--- src/sv/hmc_pkg.sv ---
`timescale 1ns / 1ps

package hmc_pkg;

  localparam int unsigned PointsW      = 9;
  localparam int unsigned MaxPointsDef = 256;
  localparam int unsigned QueueDepthDef = 4;
  localparam int unsigned ElemW        = 24;
  localparam int unsigned FaceW        = 3;
  localparam int unsigned BcodeW       = 3;
  localparam int unsigned NumFaces     = 6;
  localparam int unsigned NumCorners   = 8;
  localparam int unsigned PaddrW       = 4;
  localparam int unsigned PdataW       = 32;

  localparam logic [PointsW-1:0] PointsRstVal = PointsW'(2);

  // Register index, taken from paddr[3:2]
  localparam logic [1:0] REG_POINTS_X = 2'd0;
  localparam logic [1:0] REG_POINTS_Y = 2'd1;
  localparam logic [1:0] REG_POINTS_Z = 2'd2;

  typedef enum logic [FaceW-1:0] {
    FACE_SOUTH  = 3'd0,
    FACE_EAST   = 3'd1,
    FACE_NORTH  = 3'd2,
    FACE_WEST   = 3'd3,
    FACE_BOTTOM = 3'd4,
    FACE_TOP    = 3'd5
  } face_e;

  // One element as handed from the front end to the face sequencer
  typedef struct packed {
    logic [ElemW-1:0]                     elem;
    logic [NumCorners-1:0][ElemW-1:0]     corner;
    logic [NumFaces-1:0][ElemW-1:0]       nbr;
    logic [NumFaces-1:0]                  bdry;
    logic                                 done;
  } elem_rec_t;

endpackage

--- src/sv/hmc_front.sv ---
`timescale 1ns / 1ps

module hmc_front #(
  parameter int unsigned MaxPoints  = hmc_pkg::MaxPointsDef,
  parameter int unsigned QueueDepth = hmc_pkg::QueueDepthDef
) (
  input  logic                         clk_i,
  input  logic                         rst_ni,
  input  logic                         in_valid_i,
  output logic                         in_ready_o,
  input  logic                         restart_i,
  input  logic [hmc_pkg::PointsW-1:0]  points_x_i,
  input  logic [hmc_pkg::PointsW-1:0]  points_y_i,
  input  logic [hmc_pkg::PointsW-1:0]  points_z_i,
  input  logic                         pop_i,
  output logic                         push_o,
  output hmc_pkg::elem_rec_t           rec_o
);

  localparam int unsigned CurW   = (MaxPoints > 2) ? $clog2(MaxPoints) : 1;
  localparam int unsigned PtW    = $clog2(MaxPoints + 1);
  localparam int unsigned CmpW   = PtW + 1;
  localparam int unsigned ProdW  = 2 * PtW;
  localparam int unsigned ElemW  = hmc_pkg::ElemW;
  localparam int unsigned CntW   = $clog2(QueueDepth + 1);

  function automatic logic [PtW-1:0] eff_pts(input logic [hmc_pkg::PointsW-1:0] p);
    logic [PtW-1:0] r;
    if (p < hmc_pkg::PointsW'(2)) begin
      r = PtW'(2);
    end else if (32'(p) > 32'(MaxPoints)) begin
      r = PtW'(MaxPoints);
    end else begin
      r = PtW'(p);
    end
    return r;
  endfunction

  logic [PtW-1:0] px, py, pz, ex, ey, ez;
  logic [CmpW-1:0] nx, ny, nz;
  logic [CurW-1:0] cx_d, cy_d, cz_d;
  logic [hmc_pkg::NumFaces-1:0] flags_d;
  logic accept;

  logic [CurW-1:0] cx_q, cy_q, cz_q;
  logic            started_q;
  logic [CntW-1:0] inflight_q, inflight_d;

  // Stage 1: cursors and boundary flags
  logic                          s1_valid_q;
  logic [CurW-1:0]               s1_x_q, s1_y_q, s1_z_q;
  logic [PtW-1:0]                s1_px_q, s1_py_q, s1_ex_q, s1_ey_q;
  logic [hmc_pkg::NumFaces-1:0]  s1_flags_q;
  logic                          s1_done_q;

  // Stage 2: in-plane products
  logic                          s2_valid_q;
  logic [ElemW-1:0]              s2_exy_q, s2_pxy_q, s2_xe_q, s2_xc_q;
  logic [CurW-1:0]               s2_z_q;
  logic [PtW-1:0]                s2_ex_q, s2_px_q;
  logic [hmc_pkg::NumFaces-1:0]  s2_flags_q;
  logic                          s2_done_q;

  // Stage 3: element index and base corner
  logic                          s3_valid_q;
  logic [ElemW-1:0]              s3_e_q, s3_c0_q, s3_exy_q, s3_pxy_q;
  logic [PtW-1:0]                s3_ex_q, s3_px_q;
  logic [hmc_pkg::NumFaces-1:0]  s3_flags_q;
  logic                          s3_done_q;

  assign accept     = in_valid_i && in_ready_o;
  assign in_ready_o = (inflight_q < CntW'(QueueDepth));

  always_comb begin
    px = eff_pts(points_x_i);
    py = eff_pts(points_y_i);
    pz = eff_pts(points_z_i);
    ex = px - PtW'(1);
    ey = py - PtW'(1);
    ez = pz - PtW'(1);

    nx = CmpW'(cx_q) + CmpW'(1);
    ny = CmpW'(cy_q);
    nz = CmpW'(cz_q);
    if (nx >= CmpW'(ex)) begin
      nx = '0;
      ny = ny + CmpW'(1);
    end
    if (ny >= CmpW'(ey)) begin
      ny = '0;
      nz = nz + CmpW'(1);
    end
    if (nz >= CmpW'(ez)) begin
      nz = '0;
    end
    if (restart_i || !started_q) begin
      nx = '0;
      ny = '0;
      nz = '0;
    end
    cx_d = CurW'(nx);
    cy_d = CurW'(ny);
    cz_d = CurW'(nz);

    flags_d[hmc_pkg::FACE_SOUTH]  = (ny == '0);
    flags_d[hmc_pkg::FACE_EAST]   = (nx == CmpW'(ex) - CmpW'(1));
    flags_d[hmc_pkg::FACE_NORTH]  = (ny == CmpW'(ey) - CmpW'(1));
    flags_d[hmc_pkg::FACE_WEST]   = (nx == '0);
    flags_d[hmc_pkg::FACE_BOTTOM] = (nz == '0);
    flags_d[hmc_pkg::FACE_TOP]    = (nz == CmpW'(ez) - CmpW'(1));
  end

  always_comb begin
    inflight_d = inflight_q;
    if (accept && !pop_i) begin
      inflight_d = inflight_q + CntW'(1);
    end else if (!accept && pop_i) begin
      inflight_d = inflight_q - CntW'(1);
    end
  end

  always_ff @(posedge clk_i or negedge rst_ni) begin
    if (!rst_ni) begin
      cx_q       <= '0;
      cy_q       <= '0;
      cz_q       <= '0;
      started_q  <= 1'b0;
      inflight_q <= '0;
      s1_valid_q <= 1'b0;
      s2_valid_q <= 1'b0;
      s3_valid_q <= 1'b0;
    end else begin
      inflight_q <= inflight_d;
      s1_valid_q <= accept;
      s2_valid_q <= s1_valid_q;
      s3_valid_q <= s2_valid_q;
      if (accept) begin
        cx_q      <= cx_d;
        cy_q      <= cy_d;
        cz_q      <= cz_d;
        started_q <= 1'b1;
      end
    end
  end

  always_ff @(posedge clk_i) begin
    if (accept) begin
      s1_x_q     <= cx_d;
      s1_y_q     <= cy_d;
      s1_z_q     <= cz_d;
      s1_px_q    <= px;
      s1_py_q    <= py;
      s1_ex_q    <= ex;
      s1_ey_q    <= ey;
      s1_flags_q <= flags_d;
      s1_done_q  <= flags_d[hmc_pkg::FACE_EAST] && flags_d[hmc_pkg::FACE_NORTH]
                    && flags_d[hmc_pkg::FACE_TOP];
    end
    s2_exy_q   <= ElemW'(ProdW'(s1_ex_q) * ProdW'(s1_ey_q));
    s2_pxy_q   <= ElemW'(ProdW'(s1_px_q) * ProdW'(s1_py_q));
    s2_xe_q    <= ElemW'(ProdW'(s1_ex_q) * ProdW'(s1_y_q)) + ElemW'(s1_x_q);
    s2_xc_q    <= ElemW'(ProdW'(s1_px_q) * ProdW'(s1_y_q)) + ElemW'(s1_x_q);
    s2_z_q     <= s1_z_q;
    s2_ex_q    <= s1_ex_q;
    s2_px_q    <= s1_px_q;
    s2_flags_q <= s1_flags_q;
    s2_done_q  <= s1_done_q;

    s3_e_q     <= s2_xe_q + ElemW'(s2_exy_q * ElemW'(s2_z_q));
    s3_c0_q    <= s2_xc_q + ElemW'(s2_pxy_q * ElemW'(s2_z_q));
    s3_exy_q   <= s2_exy_q;
    s3_pxy_q   <= s2_pxy_q;
    s3_ex_q    <= s2_ex_q;
    s3_px_q    <= s2_px_q;
    s3_flags_q <= s2_flags_q;
    s3_done_q  <= s2_done_q;
  end

  // Corners and neighbors, written straight into the queue
  always_comb begin
    logic [ElemW-1:0] c3, c4, c7;
    c3 = s3_c0_q + ElemW'(s3_px_q);
    c4 = s3_c0_q + s3_pxy_q;
    c7 = c4 + ElemW'(s3_px_q);
    rec_o.elem      = s3_e_q;
    rec_o.corner[0] = s3_c0_q;
    rec_o.corner[1] = s3_c0_q + ElemW'(1);
    rec_o.corner[2] = c3 + ElemW'(1);
    rec_o.corner[3] = c3;
    rec_o.corner[4] = c4;
    rec_o.corner[5] = c4 + ElemW'(1);
    rec_o.corner[6] = c7 + ElemW'(1);
    rec_o.corner[7] = c7;
    rec_o.nbr[hmc_pkg::FACE_SOUTH]  = s3_e_q - ElemW'(s3_ex_q);
    rec_o.nbr[hmc_pkg::FACE_EAST]   = s3_e_q + ElemW'(1);
    rec_o.nbr[hmc_pkg::FACE_NORTH]  = s3_e_q + ElemW'(s3_ex_q);
    rec_o.nbr[hmc_pkg::FACE_WEST]   = s3_e_q - ElemW'(1);
    rec_o.nbr[hmc_pkg::FACE_BOTTOM] = s3_e_q - s3_exy_q;
    rec_o.nbr[hmc_pkg::FACE_TOP]    = s3_e_q + s3_exy_q;
    rec_o.bdry = s3_flags_q;
    rec_o.done = s3_done_q;
  end

  assign push_o = s3_valid_q;

`ifndef SYNTHESIS
  a_inflight_bound: assert property (@(posedge clk_i) disable iff (!rst_ni)
    inflight_q <= CntW'(QueueDepth))
    else $error("front: more elements in flight than queue slots");

  a_restart_zero: assert property (@(posedge clk_i) disable iff (!rst_ni)
    accept && restart_i |=> cx_q == '0 && cy_q == '0 && cz_q == '0)
    else $error("front: restart did not return cursors to origin");

  a_idle_before_start: assert property (@(posedge clk_i) disable iff (!rst_ni)
    !started_q |-> inflight_q == '0 && !s3_valid_q)
    else $error("front: work in flight before first transaction");
`endif

endmodule

--- src/sv/hmc_queue.sv ---
`timescale 1ns / 1ps

module hmc_queue #(
  parameter int unsigned QueueDepth = hmc_pkg::QueueDepthDef
) (
  input  logic               clk_i,
  input  logic               rst_ni,
  input  logic               push_i,
  input  hmc_pkg::elem_rec_t rec_i,
  input  logic               pop_i,
  output logic               valid_o,
  output hmc_pkg::elem_rec_t rec_o
);

  localparam int unsigned PtrW = (QueueDepth > 1) ? $clog2(QueueDepth) : 1;
  localparam int unsigned CntW = $clog2(QueueDepth + 1);

  hmc_pkg::elem_rec_t slot_q [QueueDepth];
  logic [PtrW-1:0] wr_ptr_q, rd_ptr_q;
  logic [CntW-1:0] count_q;

  function automatic logic [PtrW-1:0] ptr_inc(input logic [PtrW-1:0] p);
    logic [PtrW-1:0] r;
    if (p == PtrW'(QueueDepth - 1)) begin
      r = '0;
    end else begin
      r = p + PtrW'(1);
    end
    return r;
  endfunction

  always_ff @(posedge clk_i or negedge rst_ni) begin
    if (!rst_ni) begin
      wr_ptr_q <= '0;
      rd_ptr_q <= '0;
      count_q  <= '0;
    end else begin
      if (push_i) begin
        wr_ptr_q <= ptr_inc(wr_ptr_q);
      end
      if (pop_i) begin
        rd_ptr_q <= ptr_inc(rd_ptr_q);
      end
      if (push_i && !pop_i) begin
        count_q <= count_q + CntW'(1);
      end else if (!push_i && pop_i) begin
        count_q <= count_q - CntW'(1);
      end
    end
  end

  always_ff @(posedge clk_i) begin
    if (push_i) begin
      slot_q[wr_ptr_q] <= rec_i;
    end
  end

  assign valid_o = (count_q != '0);
  assign rec_o   = slot_q[rd_ptr_q];

`ifndef SYNTHESIS
  a_no_overflow: assert property (@(posedge clk_i) disable iff (!rst_ni)
    push_i && !pop_i |-> count_q < CntW'(QueueDepth))
    else $error("queue: push into full queue");

  a_no_underflow: assert property (@(posedge clk_i) disable iff (!rst_ni)
    pop_i |-> count_q != '0)
    else $error("queue: pop from empty queue");

  a_count_bound: assert property (@(posedge clk_i) disable iff (!rst_ni)
    count_q <= CntW'(QueueDepth))
    else $error("queue: occupancy above depth");
`endif

endmodule

--- src/sv/hmc_back.sv ---
`timescale 1ns / 1ps

module hmc_back (
  input  logic                        clk_i,
  input  logic                        rst_ni,
  input  logic                        valid_i,
  input  hmc_pkg::elem_rec_t          rec_i,
  output logic                        pop_o,
  output logic                        out_valid_o,
  input  logic                        out_ready_i,
  output logic [hmc_pkg::ElemW-1:0]   element_index_o,
  output logic [hmc_pkg::FaceW-1:0]   face_number_o,
  output logic [hmc_pkg::ElemW-1:0]   node_a_o,
  output logic [hmc_pkg::ElemW-1:0]   node_b_o,
  output logic [hmc_pkg::ElemW-1:0]   node_c_o,
  output logic [hmc_pkg::ElemW-1:0]   node_d_o,
  output logic [hmc_pkg::ElemW-1:0]   neighbor_index_o,
  output logic [hmc_pkg::BcodeW-1:0]  boundary_code_o,
  output logic                        last_face_o,
  output logic                        mesh_done_o
);

  localparam int unsigned ElemW = hmc_pkg::ElemW;

  hmc_pkg::face_e face_q, face_d;
  logic load;
  logic bdry;
  logic [ElemW-1:0] na, nb, nc, nd;

  logic                         out_valid_q;
  logic [ElemW-1:0]             element_index_q, node_a_q, node_b_q, node_c_q, node_d_q;
  logic [ElemW-1:0]             neighbor_index_q;
  logic [hmc_pkg::FaceW-1:0]    face_number_q;
  logic [hmc_pkg::BcodeW-1:0]   boundary_code_q;
  logic                         last_face_q, mesh_done_q;

  assign load  = valid_i && (!out_valid_q || out_ready_i);
  assign pop_o = load && (face_q == hmc_pkg::FACE_TOP);
  assign bdry  = rec_i.bdry[face_q];

  always_comb begin
    unique case (face_q)
      hmc_pkg::FACE_SOUTH: begin
        na = rec_i.corner[0]; nb = rec_i.corner[1];
        nc = rec_i.corner[5]; nd = rec_i.corner[4];
        face_d = hmc_pkg::FACE_EAST;
      end
      hmc_pkg::FACE_EAST: begin
        na = rec_i.corner[1]; nb = rec_i.corner[2];
        nc = rec_i.corner[6]; nd = rec_i.corner[5];
        face_d = hmc_pkg::FACE_NORTH;
      end
      hmc_pkg::FACE_NORTH: begin
        na = rec_i.corner[2]; nb = rec_i.corner[3];
        nc = rec_i.corner[7]; nd = rec_i.corner[6];
        face_d = hmc_pkg::FACE_WEST;
      end
      hmc_pkg::FACE_WEST: begin
        na = rec_i.corner[0]; nb = rec_i.corner[4];
        nc = rec_i.corner[7]; nd = rec_i.corner[3];
        face_d = hmc_pkg::FACE_BOTTOM;
      end
      hmc_pkg::FACE_BOTTOM: begin
        na = rec_i.corner[0]; nb = rec_i.corner[3];
        nc = rec_i.corner[2]; nd = rec_i.corner[1];
        face_d = hmc_pkg::FACE_TOP;
      end
      hmc_pkg::FACE_TOP: begin
        na = rec_i.corner[4]; nb = rec_i.corner[5];
        nc = rec_i.corner[6]; nd = rec_i.corner[7];
        face_d = hmc_pkg::FACE_SOUTH;
      end
      default: begin
        na = '0; nb = '0; nc = '0; nd = '0;
        face_d = hmc_pkg::FACE_SOUTH;
      end
    endcase
  end

  always_ff @(posedge clk_i or negedge rst_ni) begin
    if (!rst_ni) begin
      face_q      <= hmc_pkg::FACE_SOUTH;
      out_valid_q <= 1'b0;
    end else begin
      if (load) begin
        face_q      <= face_d;
        out_valid_q <= 1'b1;
      end else if (out_ready_i) begin
        out_valid_q <= 1'b0;
      end
    end
  end

  always_ff @(posedge clk_i) begin
    if (load) begin
      element_index_q  <= rec_i.elem;
      face_number_q    <= face_q;
      node_a_q         <= na;
      node_b_q         <= nb;
      node_c_q         <= nc;
      node_d_q         <= nd;
      neighbor_index_q <= bdry ? '0 : rec_i.nbr[face_q];
      boundary_code_q  <= bdry ? (hmc_pkg::BcodeW'(face_q) + hmc_pkg::BcodeW'(1)) : '0;
      last_face_q      <= (face_q == hmc_pkg::FACE_TOP);
      mesh_done_q      <= rec_i.done;
    end
  end

  assign out_valid_o      = out_valid_q;
  assign element_index_o  = element_index_q;
  assign face_number_o    = face_number_q;
  assign node_a_o         = node_a_q;
  assign node_b_o         = node_b_q;
  assign node_c_o         = node_c_q;
  assign node_d_o         = node_d_q;
  assign neighbor_index_o = neighbor_index_q;
  assign boundary_code_o  = boundary_code_q;
  assign last_face_o      = last_face_q;
  assign mesh_done_o      = mesh_done_q;

`ifndef SYNTHESIS
  a_pop_on_top: assert property (@(posedge clk_i) disable iff (!rst_ni)
    pop_o |-> load && face_q == hmc_pkg::FACE_TOP)
    else $error("back: element released before its top face");

  a_face_hold: assert property (@(posedge clk_i) disable iff (!rst_ni)
    !load |=> $stable(face_q))
    else $error("back: face sequencer moved without a load");

  a_last_is_top: assert property (@(posedge clk_i) disable iff (!rst_ni)
    load |=> last_face_o == (face_number_o == hmc_pkg::FACE_TOP))
    else $error("back: last-face flag out of step with face number");
`endif

endmodule

--- src/sv/hex_mesh_connectivity_gen.sv ---
`timescale 1ns / 1ps

// Structured hex8 mesh connectivity generator. Each input transaction moves
// to the next element (x fastest, then y, then z; wraps after the last) or,
// with restart set, to element 0, and yields six face transactions in order
// south, east, north, west, bottom, top. The face sequencer emits one face
// per cycle while the result channel is ready; inputs are taken back to
// back as long as fewer than QueueDepth elements are in flight between the
// three-stage index front end and the face sequencer. The first face of an
// element passes through the three front-end stages, the queue and the
// output register. Point counts are written through the APB port at 0x0
// (x), 0x4 (y) and 0x8 (z); counts below 2 act as 2 and counts above
// MaxPoints act as MaxPoints. Write them only while the block is idle.
module hex_mesh_connectivity_gen #(
  parameter int unsigned MaxPoints  = hmc_pkg::MaxPointsDef,
  parameter int unsigned QueueDepth = hmc_pkg::QueueDepthDef
) (
  input  logic                        clk_i,
  input  logic                        rst_ni,
  input  logic                        psel,
  input  logic                        penable,
  input  logic                        pwrite,
  input  logic [hmc_pkg::PaddrW-1:0]  paddr,
  input  logic [hmc_pkg::PdataW-1:0]  pwdata,
  output logic [hmc_pkg::PdataW-1:0]  prdata,
  output logic                        pready,
  input  logic                        in_valid_i,
  output logic                        in_ready_o,
  input  logic                        restart_i,
  output logic                        out_valid_o,
  input  logic                        out_ready_i,
  output logic [hmc_pkg::ElemW-1:0]   element_index_o,
  output logic [hmc_pkg::FaceW-1:0]   face_number_o,
  output logic [hmc_pkg::ElemW-1:0]   node_a_o,
  output logic [hmc_pkg::ElemW-1:0]   node_b_o,
  output logic [hmc_pkg::ElemW-1:0]   node_c_o,
  output logic [hmc_pkg::ElemW-1:0]   node_d_o,
  output logic [hmc_pkg::ElemW-1:0]   neighbor_index_o,
  output logic [hmc_pkg::BcodeW-1:0]  boundary_code_o,
  output logic                        last_face_o,
  output logic                        mesh_done_o
);

  logic [hmc_pkg::PointsW-1:0] points_x_q, points_y_q, points_z_q;
  logic [1:0] reg_idx;
  logic cfg_write;

  logic push, pop, q_valid;
  hmc_pkg::elem_rec_t front_rec, head_rec;

  assign pready    = 1'b1;
  assign reg_idx   = paddr[3:2];
  assign cfg_write = psel && penable && pwrite && pready;

  always_ff @(posedge clk_i or negedge rst_ni) begin
    if (!rst_ni) begin
      points_x_q <= hmc_pkg::PointsRstVal;
      points_y_q <= hmc_pkg::PointsRstVal;
      points_z_q <= hmc_pkg::PointsRstVal;
    end else if (cfg_write) begin
      unique case (reg_idx)
        hmc_pkg::REG_POINTS_X: points_x_q <= pwdata[hmc_pkg::PointsW-1:0];
        hmc_pkg::REG_POINTS_Y: points_y_q <= pwdata[hmc_pkg::PointsW-1:0];
        hmc_pkg::REG_POINTS_Z: points_z_q <= pwdata[hmc_pkg::PointsW-1:0];
        default: ;
      endcase
    end
  end

  always_comb begin
    unique case (reg_idx)
      hmc_pkg::REG_POINTS_X: prdata = hmc_pkg::PdataW'(points_x_q);
      hmc_pkg::REG_POINTS_Y: prdata = hmc_pkg::PdataW'(points_y_q);
      hmc_pkg::REG_POINTS_Z: prdata = hmc_pkg::PdataW'(points_z_q);
      default:               prdata = '0;
    endcase
  end

  hmc_front #(
    .MaxPoints  (MaxPoints),
    .QueueDepth (QueueDepth)
  ) u_front (
    .clk_i      (clk_i),
    .rst_ni     (rst_ni),
    .in_valid_i (in_valid_i),
    .in_ready_o (in_ready_o),
    .restart_i  (restart_i),
    .points_x_i (points_x_q),
    .points_y_i (points_y_q),
    .points_z_i (points_z_q),
    .pop_i      (pop),
    .push_o     (push),
    .rec_o      (front_rec)
  );

  hmc_queue #(
    .QueueDepth (QueueDepth)
  ) u_queue (
    .clk_i   (clk_i),
    .rst_ni  (rst_ni),
    .push_i  (push),
    .rec_i   (front_rec),
    .pop_i   (pop),
    .valid_o (q_valid),
    .rec_o   (head_rec)
  );

  hmc_back u_back (
    .clk_i            (clk_i),
    .rst_ni           (rst_ni),
    .valid_i          (q_valid),
    .rec_i            (head_rec),
    .pop_o            (pop),
    .out_valid_o      (out_valid_o),
    .out_ready_i      (out_ready_i),
    .element_index_o  (element_index_o),
    .face_number_o    (face_number_o),
    .node_a_o         (node_a_o),
    .node_b_o         (node_b_o),
    .node_c_o         (node_c_o),
    .node_d_o         (node_d_o),
    .neighbor_index_o (neighbor_index_o),
    .boundary_code_o  (boundary_code_o),
    .last_face_o      (last_face_o),
    .mesh_done_o      (mesh_done_o)
  );

endmodule

--- config.mk ---
export PLATFORM = sky130hd
export DESIGN_NAME = hex_mesh_connectivity_gen
export DESIGN_NICKNAME = d
export VERILOG_FILES = /design/src/sv/hmc_pkg.sv /design/src/sv/hmc_front.sv /design/src/sv/hmc_queue.sv /design/src/sv/hmc_back.sv /design/src/sv/hex_mesh_connectivity_gen.sv
export SDC_FILE = /design/constraint.sdc
export NUM_CORES = 2
export LEC_CHECK = 0
export ABC_AREA = 1
export BUFFER_PORTS_ARGS = -buffer_cell sky130_fd_sc_hd__buf_2
export CELL_PAD_IN_SITES_DETAIL_PLACEMENT = 1
export CELL_PAD_IN_SITES_GLOBAL_PLACEMENT = 1
export CORE_ASPECT_RATIO = 0.7
export CORE_MARGIN = 4
export CORE_UTILIZATION = 51
export CTS_CLUSTER_SIZE = 25
export DETAILED_ROUTE_END_ITERATION = 10
export PLACE_DENSITY_LB_ADDON = 0.1
export SLEW_MARGIN = 0
export SYNTH_ARGS = -nofsm -noshare
export SYNTH_HDL_FRONTEND = slang
export SYNTH_SLANG_ARGS = --single-unit
--- constraint.sdc ---
create_clock -name clk_i -period 12.15 [get_ports clk_i]
set_clock_uncertainty 0.05 [all_clocks]
set_input_delay 3.645 -clock clk_i [delete_from_list [all_inputs] [get_ports clk_i]]
set_output_delay 3.645 -clock clk_i [all_outputs]
set_load 0.02 [all_outputs]
==> flow_metrics.env <==
export IMPL_cts_tree="done"
export IMPL_vias=75500
export IMPL_viasPerCell=5.86
export IMPL_insertion_delay_ns=0.83
export IMPL_fin_crit_ns=8.55
export IMPL_multi_input_area_um2=40300
export IMPL_cp_slowest_cell="o221ai_1"
export IMPL_cts_inserted_buffers=198
export IMPL_slew_viol_final=0
export IMPL_htreeDepth=4
export IMPL_pwr_share_comb_pct=5.8
export IMPL_synth_area_leaders="edfxtp_1 (49%), fa_1 (8.4%), nand2_1 (6.7%)"
export IMPL_grt_pass1_vias=78300
export IMPL_synth_seq_cells=1958
export IMPL_syn_inst=10100
export IMPL_fp_row_count=138
export IMPL_synth_largest_area_cell="edfxtp_1"
export IMPL_switching_power_mw=3.28
export IMPL_wl_mm=328
export IMPL_finalHoldViolCount=0
export IMPL_critPathMaxStageDelay_ns=0.29
export IMPL_coreArea_um2=202000
export IMPL_netlist_area_um2=104000
export IMPL_power_density_nw_per_um2=126
export IMPL_wl_per_cell_um=25.5
export IMPL_port_buffers=181
export IMPL_syn_area_per_cell_um2=10.3
export IMPL_yosys_warnings=0
export IMPL_setup_tns_ns=0
export IMPL_crit_type="in -> out"
export IMPL_n_fill_cell=21700
export IMPL_relSlewSlack_pct=4.86
export IMPL_grt_max_degree=233
export IMPL_p_clk_share_pct=43.2
export IMPL_status="finished, final reports clean"
export IMPL_dp_hpwl_mm=224
export IMPL_place_gp_congestion=0.895
export IMPL_fin_crit_sh_pct=70.4
export IMPL_hp_class="reg -> reg"
export IMPL_fmax_mhz=117
export IMPL_synth_ff_type="edfxtp_1"
export IMPL_final_common_cell="nand2_1"
export IMPL_crit_required_ns=8.45
export IMPL_clock_sinks=1958
export IMPL_rsz0062_at_grt="no"
export IMPL_drive_above_1_share_pct=6.92
export IMPL_fin_nets=10900
export IMPL_p_leak_nw=47.0
export IMPL_cts_root_buf="clkbuf_16"
export IMPL_die_area_um2=210000
export IMPL_power_mw=14.3
export IMPL_initial_utilization_pct=51.3
export IMPL_io_pins=231
export IMPL_setup_viol=0
export IMPL_maxCapViolations=0
export IMPL_ctsHoldBuffers=0
export IMPL_switching_share_pct=23.0
export IMPL_clock_path_buffers=4
export IMPL_cp_cell_sequence="buf_2 -> clkinv_1 -> nor2_1 -> inv_1 -> o221ai_1 -> buf_2"
export IMPL_grt_antenna_before_repair=12
export IMPL_worst_setup_path_end_kind="output port"
export IMPL_dieHeight_um=385
export IMPL_ir_worst_vdd_mv=0.118
export IMPL_p_int_mw=11.0
export IMPL_grt_pass1_wl_mm=494
export IMPL_track_usage_pct=30.9
export IMPL_remaining_drc_errors=0
export IMPL_crit_buf_inv=4
export IMPL_pwr_share_seq_pct=51.0
export IMPL_async_flop_share_pct=3.52
export IMPL_drtIter0Drc=7457
export IMPL_die_w_um=547
export IMPL_postRouteAntennaNets=0
export IMPL_synth_top_cell_area_share_pct=48.6
export IMPL_grt_overflow_total=0
export IMPL_cts_repair_resize_count=0
export IMPL_path_delay_family="buffers and inverters"
export IMPL_synth_seq_area_share_pct=54.4
export IMPL_regArea_um2=56300
export IMPL_area_growth_pct=9.29
export IMPL_hold_slack_ns=0.251
export IMPL_crit_top_cell="buf_2"
export IMPL_tightest_slew_ns=1.42
export IMPL_final_cell_mix="nand2_1 (1,845), edfxtp_1 (1,675), inv_1 (1,288), nor2_1 (988), o21ai_0 (853)"
export IMPL_start_kind="input pin"
export IMPL_path_clk_slew_ns=0.06
export IMPL_drt_first_pass_iters=6
export IMPL_crit_arrival_ns=4.86
export IMPL_yosysUniqueCellTypes=62
export IMPL_post_cts_setup_buffer_count=0
export IMPL_critPathMaxFanout=8
export IMPL_synth_edff_count=1675
==> worst paths after layout <==
path                                          startpoint                         endpoint  slack [ns]  cells after the start
max                                             paddr[3]                        prdata[3]        3.60                      6
min                        u_front.s2_flags_q[5]$_DFF_P_    u_front.s3_flags_q[5]$_DFF_P_        0.25                      0
max reg2reg                    points_x_q[3]$_DFFE_PN0P_      u_front.s1_done_q$_DFFE_PP_        4.45                     40
min reg2reg                u_front.s2_flags_q[5]$_DFF_P_    u_front.s3_flags_q[5]$_DFF_P_        0.25                      0
max in group asynchronous                         rst_ni  u_queue.rd_ptr_q[0]$_DFFE_PN0P_        8.21                      2
min in group asynchronous                         rst_ni        points_z_q[5]$_DFFE_PN0P_        2.77                      1
==> logic make-up (layout without fill, tap and decap cells) <==
group	count (synthesis)	in the layout	share of synthesized area, %
other	2	30	0.00725
multiplexers	2	2	0.0217
flip-flops	1958	1958	54.4
adder cells (fa/ha/maj)	822	822	13.1
XOR/XNOR	360	360	3.05
AND/OR/NAND/NOR	3420	3420	13.5
AO/OA/AOI/OAI	1652	1652	9.12
buffers and inverters	1851	1970	6.84
==> layer usage <==
metal  wire [um]  up-vias  global-route usage [%]
met1      146000    38600                    45.7
met4        7580        4                    7.11
met5          27        -                       0
met2      143000     2836                    46.5
met3       31500      441                    7.28
li1            -    33500                       -
==> layout make-up <==
class | instances | share of cell area, %
diodes | 6 | 0.0133
clock buffers | 253 | 4.75
clock inverters | 103 | 0.926
inverters | 1328 | 4.45
multi-input cells | 6280 | 35.6
flip-flops and latches | 1958 | 49.8
well taps | 2660 | 2.94
repair buffers | 286 | 1.57
==> cell usage after synthesis (8+ instances only) <==
master	instances
a21boi_0	8
a21o_1	8
a21oi_1	267
a221oi_1	42
a31oi_1	38
buf_1	34
buf_2	21
buf_4	24
clkbuf_1	426
clkbuf_2	18
clkinv_1	10
dfrtp_1	66
dfxtp_1	214
edfxtp_1	1675
fa_1	435
ha_1	387
inv_1	1299
inv_2	19
nand2_1	1847
nand2_2	23
nand3_1	316
nand3_2	9
nand3b_1	12
nand4_1	84
nor2_1	991
nor2_2	26
nor3_1	59
nor4_1	16
o2111ai_1	15
o211ai_1	41
o21a_1	8
o21ai_0	853
o21ai_1	14
o21bai_1	14
o221ai_1	78
o22ai_1	231
o31ai_1	11
xnor2_1	56
xor2_1	303
==> sequential cells by signal, indices dropped and copies added (netlist names), 18 cells and up <==
register and count:
u_front.s2_pxy_q 18, u_front.s3_c0_q 24, u_back.node_c_o 24, u_front.s2_xe_q 18, u_back.node_b_o 24, u_back.node_a_o 24, u_front.s3_exy_q 18, u_front.s2_xc_q 18
u_front.s2_exy_q 18, u_back.neighbor_index_o 24, u_queue.slot_q 1456, u_front.s3_e_q 24, u_back.node_d_o 24, u_front.s3_pxy_q 18, u_back.element_index_o 24
==> power groups by stage <==
stage | clock (mW) | combinational (mW) | sequential, mW
after global placement | 0 | 0.809 | 7.42
after floorplan | 0 | 0.585 | 7.40
after detailed placement | 0 | 0.821 | 7.42
after CTS | 6.24 | 0.826 | 7.27
after global routing | 6.55 | 0.950 | 7.27
final | 6.17 | 0.825 | 7.27
==> per-stage QoR <==
| step | cell area, um2 | std cells | worst slack (ns) | util, % |
|---|---|---|---|---|
| floorplan | 104000 | 10100 | 3.70 | - |
| global placement | 107000 | 12500 | 3.64 | 52.8 |
| global route | 113000 | 12900 | 3.46 | 56.0 |
| CTS | 113000 | 12900 | 3.62 | 56.0 |
| finish | 113000 | 12900 | 3.60 | 56.0 |
| detailed placement | 107000 | 12500 | 3.63 | 52.8 |
No activity file was read; power rests on OpenSTA's default activity.
